**config.mk**
```make
export PLATFORM = sky130hd
export DESIGN_NAME = ellipse_region_mean
export DESIGN_NICKNAME = d
export VERILOG_FILES = /design/src/hw/rtl/erm_pkg.sv /design/src/hw/rtl/erm_dist.sv /design/src/hw/rtl/erm_div.sv /design/src/hw/rtl/ellipse_region_mean.sv
export SDC_FILE = /design/constraint.sdc
export NUM_CORES = 2
export LEC_CHECK = 0
export ABC_AREA = 1
export BUFFER_PORTS_ARGS = -buffer_cell sky130_fd_sc_hd__buf_2
export CORE_ASPECT_RATIO = 0.75
export CORE_UTILIZATION = 46
export DETAILED_ROUTE_END_ITERATION = 16
export PLACE_DENSITY = 0.72
export SLEW_MARGIN = 40
export SYNTH_ARGS = -nofsm -noshare
export SYNTH_HDL_FRONTEND = slang
export SYNTH_SLANG_ARGS = --single-unit
export TNS_END_PERCENT = 10
```
**constraint.sdc**
```tcl
create_clock -name clk -period 6.6 [get_ports clk]
set_input_delay 0.66 -clock clk [delete_from_list [all_inputs] [get_ports clk]]
set_output_delay 0.66 -clock clk [all_outputs]
set_load 0.02 [all_outputs]
```
**src/hw/rtl/erm_pkg.sv**
```systemverilog
`default_nettype none
package erm_pkg;

  // Coordinate format
  localparam int COORD_INT_BITS = 12;
  localparam int FRAC_BITS      = 4;
  localparam int COORD_W        = COORD_INT_BITS + FRAC_BITS;
  localparam int PIX_W          = COORD_INT_BITS;
  localparam int VAL_W          = 8;

  // Doubled coordinates, their squares and the root radicand
  localparam int DBL_W = COORD_W + 1;
  localparam int SQ_W  = 2 * DBL_W + 1;
  localparam int RAD_W = 2 * DBL_W;

  // Accumulators and result
  localparam int SUM_W     = 32;
  localparam int CNT_W     = 25;
  localparam int MEAN_W    = 16;
  localparam int MEAN_FRAC = 8;

  // Register map
  localparam int CFG_IDX_W = 3;
  localparam logic [CFG_IDX_W-1:0] REG_CENTER_X = CFG_IDX_W'(0);
  localparam logic [CFG_IDX_W-1:0] REG_CENTER_Y = CFG_IDX_W'(1);
  localparam logic [CFG_IDX_W-1:0] REG_LEFT_X   = CFG_IDX_W'(2);
  localparam logic [CFG_IDX_W-1:0] REG_LEFT_Y   = CFG_IDX_W'(3);
  localparam logic [CFG_IDX_W-1:0] REG_RIGHT_X  = CFG_IDX_W'(4);
  localparam logic [CFG_IDX_W-1:0] REG_RIGHT_Y  = CFG_IDX_W'(5);
  localparam logic [CFG_IDX_W-1:0] REG_TOP_Y    = CFG_IDX_W'(6);
  localparam logic [CFG_IDX_W-1:0] REG_BOTTOM_Y = CFG_IDX_W'(7);

  typedef struct packed {
    logic [PIX_W-1:0] pixel_x;
    logic [PIX_W-1:0] pixel_y;
    logic [VAL_W-1:0] pixel_value;
    logic             last;
  } pixel_beat_t;

  typedef struct packed {
    logic [MEAN_W-1:0] mean_value;
    logic [CNT_W-1:0]  inside_count;
    logic              empty_res;
  } result_beat_t;

endpackage
`default_nettype wire

```
**src/hw/rtl/erm_dist.sv**
```systemverilog
`default_nettype none
// Distance unit: squares dx and dy by shift-and-add, one multiplier bit per
// cycle, then takes the truncated square root of a quarter of the sum, one
// root bit per cycle.
module erm_dist (
  input  logic                      clk,
  input  logic                      rst,
  input  logic                      start,
  input  logic [erm_pkg::DBL_W-1:0] dx,
  input  logic [erm_pkg::DBL_W-1:0] dy,
  output logic                      done,
  output logic [erm_pkg::DBL_W-1:0] root
);
  import erm_pkg::*;

  localparam int CW = $clog2(DBL_W);
  localparam logic [CW-1:0] CNT_LAST = CW'(DBL_W - 1);
  localparam int RW = DBL_W + 2;

  localparam logic [1:0] P_IDLE = 2'd0;
  localparam logic [1:0] P_MUL  = 2'd1;
  localparam logic [1:0] P_ROOT = 2'd2;

  logic [1:0]       phase;
  logic [CW-1:0]    cnt;
  logic [DBL_W-1:0] dxr, dyr, mx, my;
  logic [SQ_W-1:0]  acc, acc_next;
  logic [RAD_W-1:0] rad;
  logic [RW-1:0]    rem;
  logic [RW+1:0]    remw, trial;
  logic             fits;

  // One shift-add step for both squares at once
  always_comb begin
    acc_next = {acc[SQ_W-2:0], 1'b0};
    if (mx[DBL_W-1]) acc_next = acc_next + SQ_W'(dxr);
    if (my[DBL_W-1]) acc_next = acc_next + SQ_W'(dyr);
  end

  // One restoring square root step
  always_comb begin
    remw  = {rem, rad[RAD_W-1:RAD_W-2]};
    trial = (RW+2)'({root, 2'b01});
    fits  = remw >= trial;
  end

  // Sequence the two phases
  always_ff @(posedge clk) begin
    if (rst) begin
      phase <= P_IDLE;
      cnt   <= '0;
      done  <= 1'b0;
    end else begin
      done <= 1'b0;
      case (phase)
        P_IDLE: begin
          if (start) begin
            phase <= P_MUL;
            cnt   <= '0;
          end
        end
        P_MUL: begin
          cnt <= cnt + CW'(1);
          if (cnt == CNT_LAST) begin
            phase <= P_ROOT;
            cnt   <= '0;
          end
        end
        P_ROOT: begin
          cnt <= cnt + CW'(1);
          if (cnt == CNT_LAST) begin
            phase <= P_IDLE;
            done  <= 1'b1;
          end
        end
        default: phase <= P_IDLE;
      endcase
    end
  end

  // Datapath
  always_ff @(posedge clk) begin
    case (phase)
      P_IDLE: begin
        if (start) begin
          dxr <= dx;
          dyr <= dy;
          mx  <= dx;
          my  <= dy;
          acc <= '0;
        end
      end
      P_MUL: begin
        acc <= acc_next;
        mx  <= {mx[DBL_W-2:0], 1'b0};
        my  <= {my[DBL_W-2:0], 1'b0};
        if (cnt == CNT_LAST) begin
          rad  <= {1'b0, acc_next[SQ_W-1:2]};
          rem  <= '0;
          root <= '0;
        end
      end
      P_ROOT: begin
        rad <= {rad[RAD_W-3:0], 2'b00};
        if (fits) begin
          rem  <= RW'(remw - trial);
          root <= {root[DBL_W-2:0], 1'b1};
        end else begin
          rem  <= remw[RW-1:0];
          root <= {root[DBL_W-2:0], 1'b0};
        end
      end
      default: ;
    endcase
  end

endmodule
`default_nettype wire

```
**src/hw/rtl/erm_div.sv**
```systemverilog
`default_nettype none
// Mean divider: (sum << MEAN_FRAC) / count by restoring division, one
// quotient bit per cycle. The caller guarantees the quotient fits MEAN_W bits.
module erm_div (
  input  logic                       clk,
  input  logic                       rst,
  input  logic                       start,
  input  logic [erm_pkg::SUM_W-1:0]  sum,
  input  logic [erm_pkg::CNT_W-1:0]  divisor,
  output logic                       done,
  output logic [erm_pkg::MEAN_W-1:0] quot
);
  import erm_pkg::*;

  localparam int CW = $clog2(MEAN_W);
  localparam logic [CW-1:0] CNT_LAST = CW'(MEAN_W - 1);

  logic              busy;
  logic [CW-1:0]     cnt;
  logic [CNT_W-1:0]  rem, dvs;
  logic [MEAN_W-1:0] lo;
  logic [CNT_W:0]    remw;
  logic              fits;

  always_comb begin
    remw = {rem, lo[MEAN_W-1]};
    fits = remw >= {1'b0, dvs};
  end

  // Control
  always_ff @(posedge clk) begin
    if (rst) begin
      busy <= 1'b0;
      cnt  <= '0;
      done <= 1'b0;
    end else begin
      done <= 1'b0;
      if (!busy) begin
        if (start) begin
          busy <= 1'b1;
          cnt  <= '0;
        end
      end else begin
        cnt <= cnt + CW'(1);
        if (cnt == CNT_LAST) begin
          busy <= 1'b0;
          done <= 1'b1;
        end
      end
    end
  end

  // Shift in one dividend bit, subtract where it fits
  always_ff @(posedge clk) begin
    if (!busy) begin
      if (start) begin
        rem  <= CNT_W'(sum[SUM_W-1:MEAN_W-MEAN_FRAC]);
        lo   <= {sum[MEAN_W-MEAN_FRAC-1:0], {MEAN_FRAC{1'b0}}};
        dvs  <= divisor;
        quot <= '0;
      end
    end else begin
      lo <= {lo[MEAN_W-2:0], 1'b0};
      if (fits) begin
        rem  <= CNT_W'(remw - {1'b0, dvs});
        quot <= {quot[MEAN_W-2:0], 1'b1};
      end else begin
        rem  <= remw[CNT_W-1:0];
        quot <= {quot[MEAN_W-2:0], 1'b0};
      end
    end
  end

endmodule
`default_nettype wire

```
**src/hw/rtl/ellipse_region_mean.sv**
```systemverilog
`default_nettype none
// Mean grey level of the pixels inside an ellipse. One pixel is taken at a
// time. A pixel outside the bounding box (or with the center left of the left
// vertex) passes from the prepare state straight to the accumulate state; a
// pixel inside the box first runs the two distance units, which square
// serially and then extract the root one bit a cycle, both foci in parallel.
// A pixel marked last then goes through the finish state, and through the
// bit-serial mean divider when the region is not empty and the mean does
// not saturate. A finished result sits in the output register while new
// pixels are accepted; a further result waits until it is taken.
module ellipse_region_mean (
  input  logic                          clk,
  input  logic                          rst,
  input  logic                          in_valid,
  output logic                          in_ready,
  input  erm_pkg::pixel_beat_t          in_data,
  output logic                          out_valid,
  input  logic                          out_ready,
  output erm_pkg::result_beat_t         out_data,
  input  logic                          cfg_we,
  input  logic [erm_pkg::CFG_IDX_W-1:0] cfg_index,
  input  logic [erm_pkg::COORD_W-1:0]   cfg_data
);
  import erm_pkg::*;

  localparam logic [2:0] S_IDLE = 3'd0;
  localparam logic [2:0] S_PREP = 3'd1;
  localparam logic [2:0] S_GO   = 3'd2;
  localparam logic [2:0] S_WAIT = 3'd3;
  localparam logic [2:0] S_ACC  = 3'd4;
  localparam logic [2:0] S_FIN  = 3'd5;
  localparam logic [2:0] S_DIV  = 3'd6;
  localparam logic [2:0] S_OUT  = 3'd7;

  function automatic logic [DBL_W-1:0] absdiff(input logic [DBL_W-1:0] a,
                                               input logic [DBL_W-1:0] b);
    absdiff = (a >= b) ? a - b : b - a;
  endfunction

  logic [COORD_W-1:0] center_x, center_y, left_x, left_y;
  logic [COORD_W-1:0] right_x, right_y, top_y, bottom_y;

  logic [2:0]        state;
  logic [PIX_W-1:0]  px, py;
  logic [VAL_W-1:0]  pv;
  logic              plast;
  logic [DBL_W-1:0]  dx1, dy1, dx2, dy2, two_a;
  logic              hit;
  logic [SUM_W-1:0]  sum;
  logic [CNT_W-1:0]  count;
  logic [MEAN_W-1:0] mean;
  logic              empty;

  logic              box_ok;
  logic [DBL_W-1:0]  x2, y2, f1x, f1y, f2x, f2y;
  logic              d1_done, d2_done, div_done, div_start, sat;
  logic [DBL_W-1:0]  d1, d2;
  logic [DBL_W:0]    dsum;
  logic [SUM_W:0]    sum_add;
  logic [MEAN_W-1:0] quot;
  logic              out_load;

  // Write configuration registers
  always_ff @(posedge clk) begin
    if (rst) begin
      center_x <= '0;
      center_y <= '0;
      left_x   <= '0;
      left_y   <= '0;
      right_x  <= '0;
      right_y  <= '0;
      top_y    <= '0;
      bottom_y <= '0;
    end else if (cfg_we) begin
      case (cfg_index)
        REG_CENTER_X: center_x <= cfg_data;
        REG_CENTER_Y: center_y <= cfg_data;
        REG_LEFT_X:   left_x   <= cfg_data;
        REG_LEFT_Y:   left_y   <= cfg_data;
        REG_RIGHT_X:  right_x  <= cfg_data;
        REG_RIGHT_Y:  right_y  <= cfg_data;
        REG_TOP_Y:    top_y    <= cfg_data;
        REG_BOTTOM_Y: bottom_y <= cfg_data;
        default: ;
      endcase
    end
  end

  // Box test and doubled coordinates of pixel and foci
  always_comb begin
    box_ok = (px >= left_x[COORD_W-1:FRAC_BITS]) && (px <= right_x[COORD_W-1:FRAC_BITS]) &&
             (py >= top_y[COORD_W-1:FRAC_BITS]) && (py <= bottom_y[COORD_W-1:FRAC_BITS]) &&
             (center_x >= left_x);
    x2  = {px, {(FRAC_BITS + 1){1'b0}}};
    y2  = {py, {(FRAC_BITS + 1){1'b0}}};
    f1x = {1'b0, center_x} + {1'b0, left_x};
    f1y = {1'b0, center_y} + {1'b0, left_y};
    f2x = {1'b0, center_x} + {1'b0, right_x};
    f2y = {1'b0, center_y} + {1'b0, right_y};
  end

  erm_dist u_dist1 (
    .clk   (clk),
    .rst   (rst),
    .start (state == S_GO),
    .dx    (dx1),
    .dy    (dy1),
    .done  (d1_done),
    .root  (d1)
  );

  erm_dist u_dist2 (
    .clk   (clk),
    .rst   (rst),
    .start (state == S_GO),
    .dx    (dx2),
    .dy    (dy2),
    .done  (d2_done),
    .root  (d2)
  );

  // Saturating accumulate and mean overflow check
  always_comb begin
    dsum      = {1'b0, d1} + {1'b0, d2};
    sum_add   = {1'b0, sum} + (SUM_W + 1)'(pv);
    sat       = {1'b0, sum} >= {count, {MEAN_FRAC{1'b0}}};
    div_start = (state == S_FIN) && (count != '0) && !sat;
    out_load  = (state == S_OUT) && (!out_valid || out_ready);
  end

  erm_div u_div (
    .clk     (clk),
    .rst     (rst),
    .start   (div_start),
    .sum     (sum),
    .divisor (count),
    .done    (div_done),
    .quot    (quot)
  );

  assign in_ready = (state == S_IDLE);

  // Sequencer and accumulators
  always_ff @(posedge clk) begin
    if (rst) begin
      state <= S_IDLE;
      sum   <= '0;
      count <= '0;
    end else begin
      case (state)
        S_IDLE: if (in_valid) state <= S_PREP;
        S_PREP: state <= box_ok ? S_GO : S_ACC;
        S_GO:   state <= S_WAIT;
        S_WAIT: if (d1_done && d2_done) state <= S_ACC;
        S_ACC: begin
          if (hit) begin
            sum <= sum_add[SUM_W] ? '1 : sum_add[SUM_W-1:0];
            if (count != '1) count <= count + CNT_W'(1);
          end
          state <= plast ? S_FIN : S_IDLE;
        end
        S_FIN:  state <= div_start ? S_DIV : S_OUT;
        S_DIV:  if (div_done) state <= S_OUT;
        S_OUT: begin
          if (out_load) begin
            sum   <= '0;
            count <= '0;
            state <= S_IDLE;
          end
        end
        default: state <= S_IDLE;
      endcase
    end
  end

  // Pixel beat, focus offsets, hit flag and mean
  always_ff @(posedge clk) begin
    if (in_valid && in_ready) begin
      px    <= in_data.pixel_x;
      py    <= in_data.pixel_y;
      pv    <= in_data.pixel_value;
      plast <= in_data.last;
    end
    if (state == S_PREP) begin
      dx1   <= absdiff(x2, f1x);
      dy1   <= absdiff(y2, f1y);
      dx2   <= absdiff(x2, f2x);
      dy2   <= absdiff(y2, f2y);
      two_a <= {center_x - left_x, 1'b0};
      hit   <= 1'b0;
    end
    if (state == S_WAIT && d1_done && d2_done) hit <= dsum <= {1'b0, two_a};
    if (state == S_FIN) begin
      empty <= (count == '0);
      mean  <= (count == '0) ? '0 : (sat ? '1 : '0);
    end
    if (state == S_DIV && div_done) mean <= quot;
  end

  // Output register
  always_ff @(posedge clk) begin
    if (rst) begin
      out_valid <= 1'b0;
    end else if (out_load) begin
      out_valid <= 1'b1;
    end else if (out_ready) begin
      out_valid <= 1'b0;
    end
  end

  always_ff @(posedge clk) begin
    if (out_load) begin
      out_data.mean_value   <= mean;
      out_data.inside_count <= count;
      out_data.empty_res    <= empty;
    end
  end

endmodule
`default_nettype wire

```
==> results.ini <==
[status]
outcome = completed

[routing]
routed_wirelength_um = 144400
drt_iter0_markers = 4289
wl_per_cell_um = 17.80
viasPerCell = 5.427
first_pass_iters = 6
ant_nets = 0
vias = 44011
remaining_drc_errors = 0

[yosys]
syn_nets = 6998
syn-cell-area_mm2 = 0.05199
synth_cells = 6495
synth-edff-count = 594
yosysSeqAreaShare = 0.4212
ys_warn_count = 0
synthTopCellsByArea = edfxtp_1 34%, nand2_1 12%, ha_1 10%, dfxtp_1 7.8%, inv_1 5.8%
async_flop_share = 0
synthFlopType = edfxtp_1
syn_avg_cell_area_um2 = 8.005
synth_common_cells = 1639 x nand2_1, 800 x inv_1, 594 x edfxtp_1, 550 x nor2_1, 501 x a21oi_1
synth.most_common_cell = nand2_1
synth_cell_types = 64
synth.ff_latch_count = 797
yosysTopAreaCell = edfxtp_1
yosysTopAreaCellShare = 0.3431

[worst_hold_path]
hold_path_class = primary input to flip-flop

[worst_setup_path]
critical_path_class = flip-flop to flip-flop
startpoint = center_y[0]
critPathTopFamily = simple AND/OR/NAND/NOR gates
cpPeakStageDelay_ps = 510
critPathRequiredTime_ps = 7030
path_buf_inv = 4
crit_path_end_kind = flip-flop
r2r_slack_ps = 1650
path_max_fanout = 23
worstSetupStartpointType = flip-flop
worstPathArrival_ps = 5380
reg2reg_from = center_y[0]
crit_end = dy2[15]
slowest_stage = nand2_1
r2r-end = dy2[15]
cp.depth = 25
cpMostUsedCell = nand2_1
rr_worst_depth = 25

[cells_and_area]
fin_area_mm2 = 0.05679
synthToLayoutAreaGrowth_pct = 9.229
n_antenna_cell = 0
fin_nets = 7032
final_util = 0.5080
drive_gt1_frac = 0.05896

[run]
cap_violations = 0

[clocking]
clkSinkCount = 797
ctsResizeCount = 0
clkLatencyLatePin_ps = 690
cts_root_buffer = clkbuf_16
tritoncts = built
hold_buffers = 0
cts_made_buffers = 84
cts_max_level = 3
postCtsSetupBuffers = 0
cts_buffer_depth = 3
path_clk_slew_ps = 60

[sta]
clock_skew_ps = 26.96
relSlewSlack = 0.4607
tightest_slew_ps = 808.9
timing.final.crit_share = 0.7494
hold_violations = 0
timing.fmax_mhz = 202.2
tns_ps = 0
rsz0062_at_grt = false
fin_ws_ps = 1654
fin_crit_ps = 4946
final-max-slew-violation-count = 0
setup_viol = 0

[grt]
grt_first_pass_wirelength_um = 225400
track_usage = 0.2478
antenna_found_initial = 6
grt_pass1_vias = 40175
globalRouteOverflowTotal = 0
grt_max_degree = 78

[floorplan]
initial_utilization = 0.4650
die_height_um = 293.2
coreArea_mm2 = 0.1118
die_w_um = 390.2
io_pins = 101
rows = 106
die_area_mm2 = 0.1144

[place]
placed_area_mm2 = 0.05404
place_ws_ps = 1677
io_buffers = 100
gp_congestion = 0.9911
dp_hpwl_um = 109900

[power]
power_mw = 25.37
p_leak_nw = 25.25
powerDensity_mw_per_mm2 = 446.7
worst_ir_drop_vdd_uv = 427.0

==> placed cells by master, fill, tap and decap left out, types with 26 or more instances in the layout <==
| cell type | netlist | routed |
|---|---|---|
| ha_1 | 430 | 428 |
| xor2_1 | 197 | 197 |
| clkbuf_16 | 0 | 84 |
| xnor2_1 | 91 | 91 |
| inv_1 | 800 | 794 |
| nand2_2 | 34 | 36 |
| dfxtp_1 | 203 | 202 |
| o21ai_1 | 45 | 45 |
| nand4_1 | 86 | 86 |
| nand3_1 | 249 | 249 |
| nor2_1 | 550 | 543 |
| edfxtp_1 | 594 | 594 |
| nand2_1 | 1639 | 1637 |
| buf_4 | 7 | 26 |
| o21ai_0 | 472 | 472 |
| nor3_1 | 84 | 84 |
| buf_2 | 23 | 100 |
| a21o_1 | 26 | 26 |
| a21oi_1 | 501 | 499 |
| nor4_1 | 27 | 27 |
==> power breakdown <==
group          switching (mW)  leakage [nW]  internal [mW]
Sequential              0.973          7.17           7.57
Clock                    2.10          1.33           2.71
Combinational            8.06          16.7           3.96
Total                    11.1          25.2           14.2
==> worst min path at each step <==
stage                        end        start  cells after the start
finish                     pv[7]   in_data[8]                      1
global route               py[8]  in_data[17]                      1
CTS                        pv[7]   in_data[8]                      1
detailed placement  out_data[38]     mean[12]                      0
global placement    out_data[39]     mean[13]                      0
floorplan            out_data[0]        empty                      0
==> layout make-up <==
cell class                 instances  area [um^2]
fill                           10530        55010
multi-input combinational       4692        26350
sequential                       797        21900
inverter                         822         3090
clock buffer                     112         2297
tap                             1512         1892
timing repair buffer             132        804.5
clock inverter                    43        459.2
==> state kept, by name, indices dropped and copies added, names as in the netlist, 32 cells and up <==
register / flops
out_data: 42
u_dist1.rad: 34
u_dist2.acc: 34
sum: 32
u_dist1.acc: 34
u_dist2.rad: 34
==> logic make-up (layout without fill, tap and decap cells) <==
family | count (synthesis) | in the layout | synth area share
adder cells (fa/ha/maj) | 446 | 446 | 0.1096
buffers and inverters | 1006 | 1109 | 0.07385
XOR/XNOR | 288 | 288 | 0.04851
AO/OA/AOI/OAI | 1210 | 1210 | 0.1262
AND/OR/NAND/NOR | 2748 | 2748 | 0.2206
flip-flops | 797 | 797 | 0.4212
==> routing by layer <==
metal,part of all wire,GRT usage,vias to the layer above
met3,0.090,0.04789,184
li1,-,-,21760
met1,0.49,0.3882,20373
met4,0.018,0.05270,4
met5,0.00021,0,-
met2,0.40,0.3478,1690
==> stage by stage <==
| stage | hold WS [ps] | std cells |
|---|---|---|
| detailed placement | 404.5 | 7955 |
| finish | 158.6 | 8110 |
| CTS | 114.1 | 8110 |
| floorplan | 400.3 | 6495 |
| global route | 119.5 | 8110 |
| global placement | 404.9 | 7952 |
(Power assumes the default switching activity.)
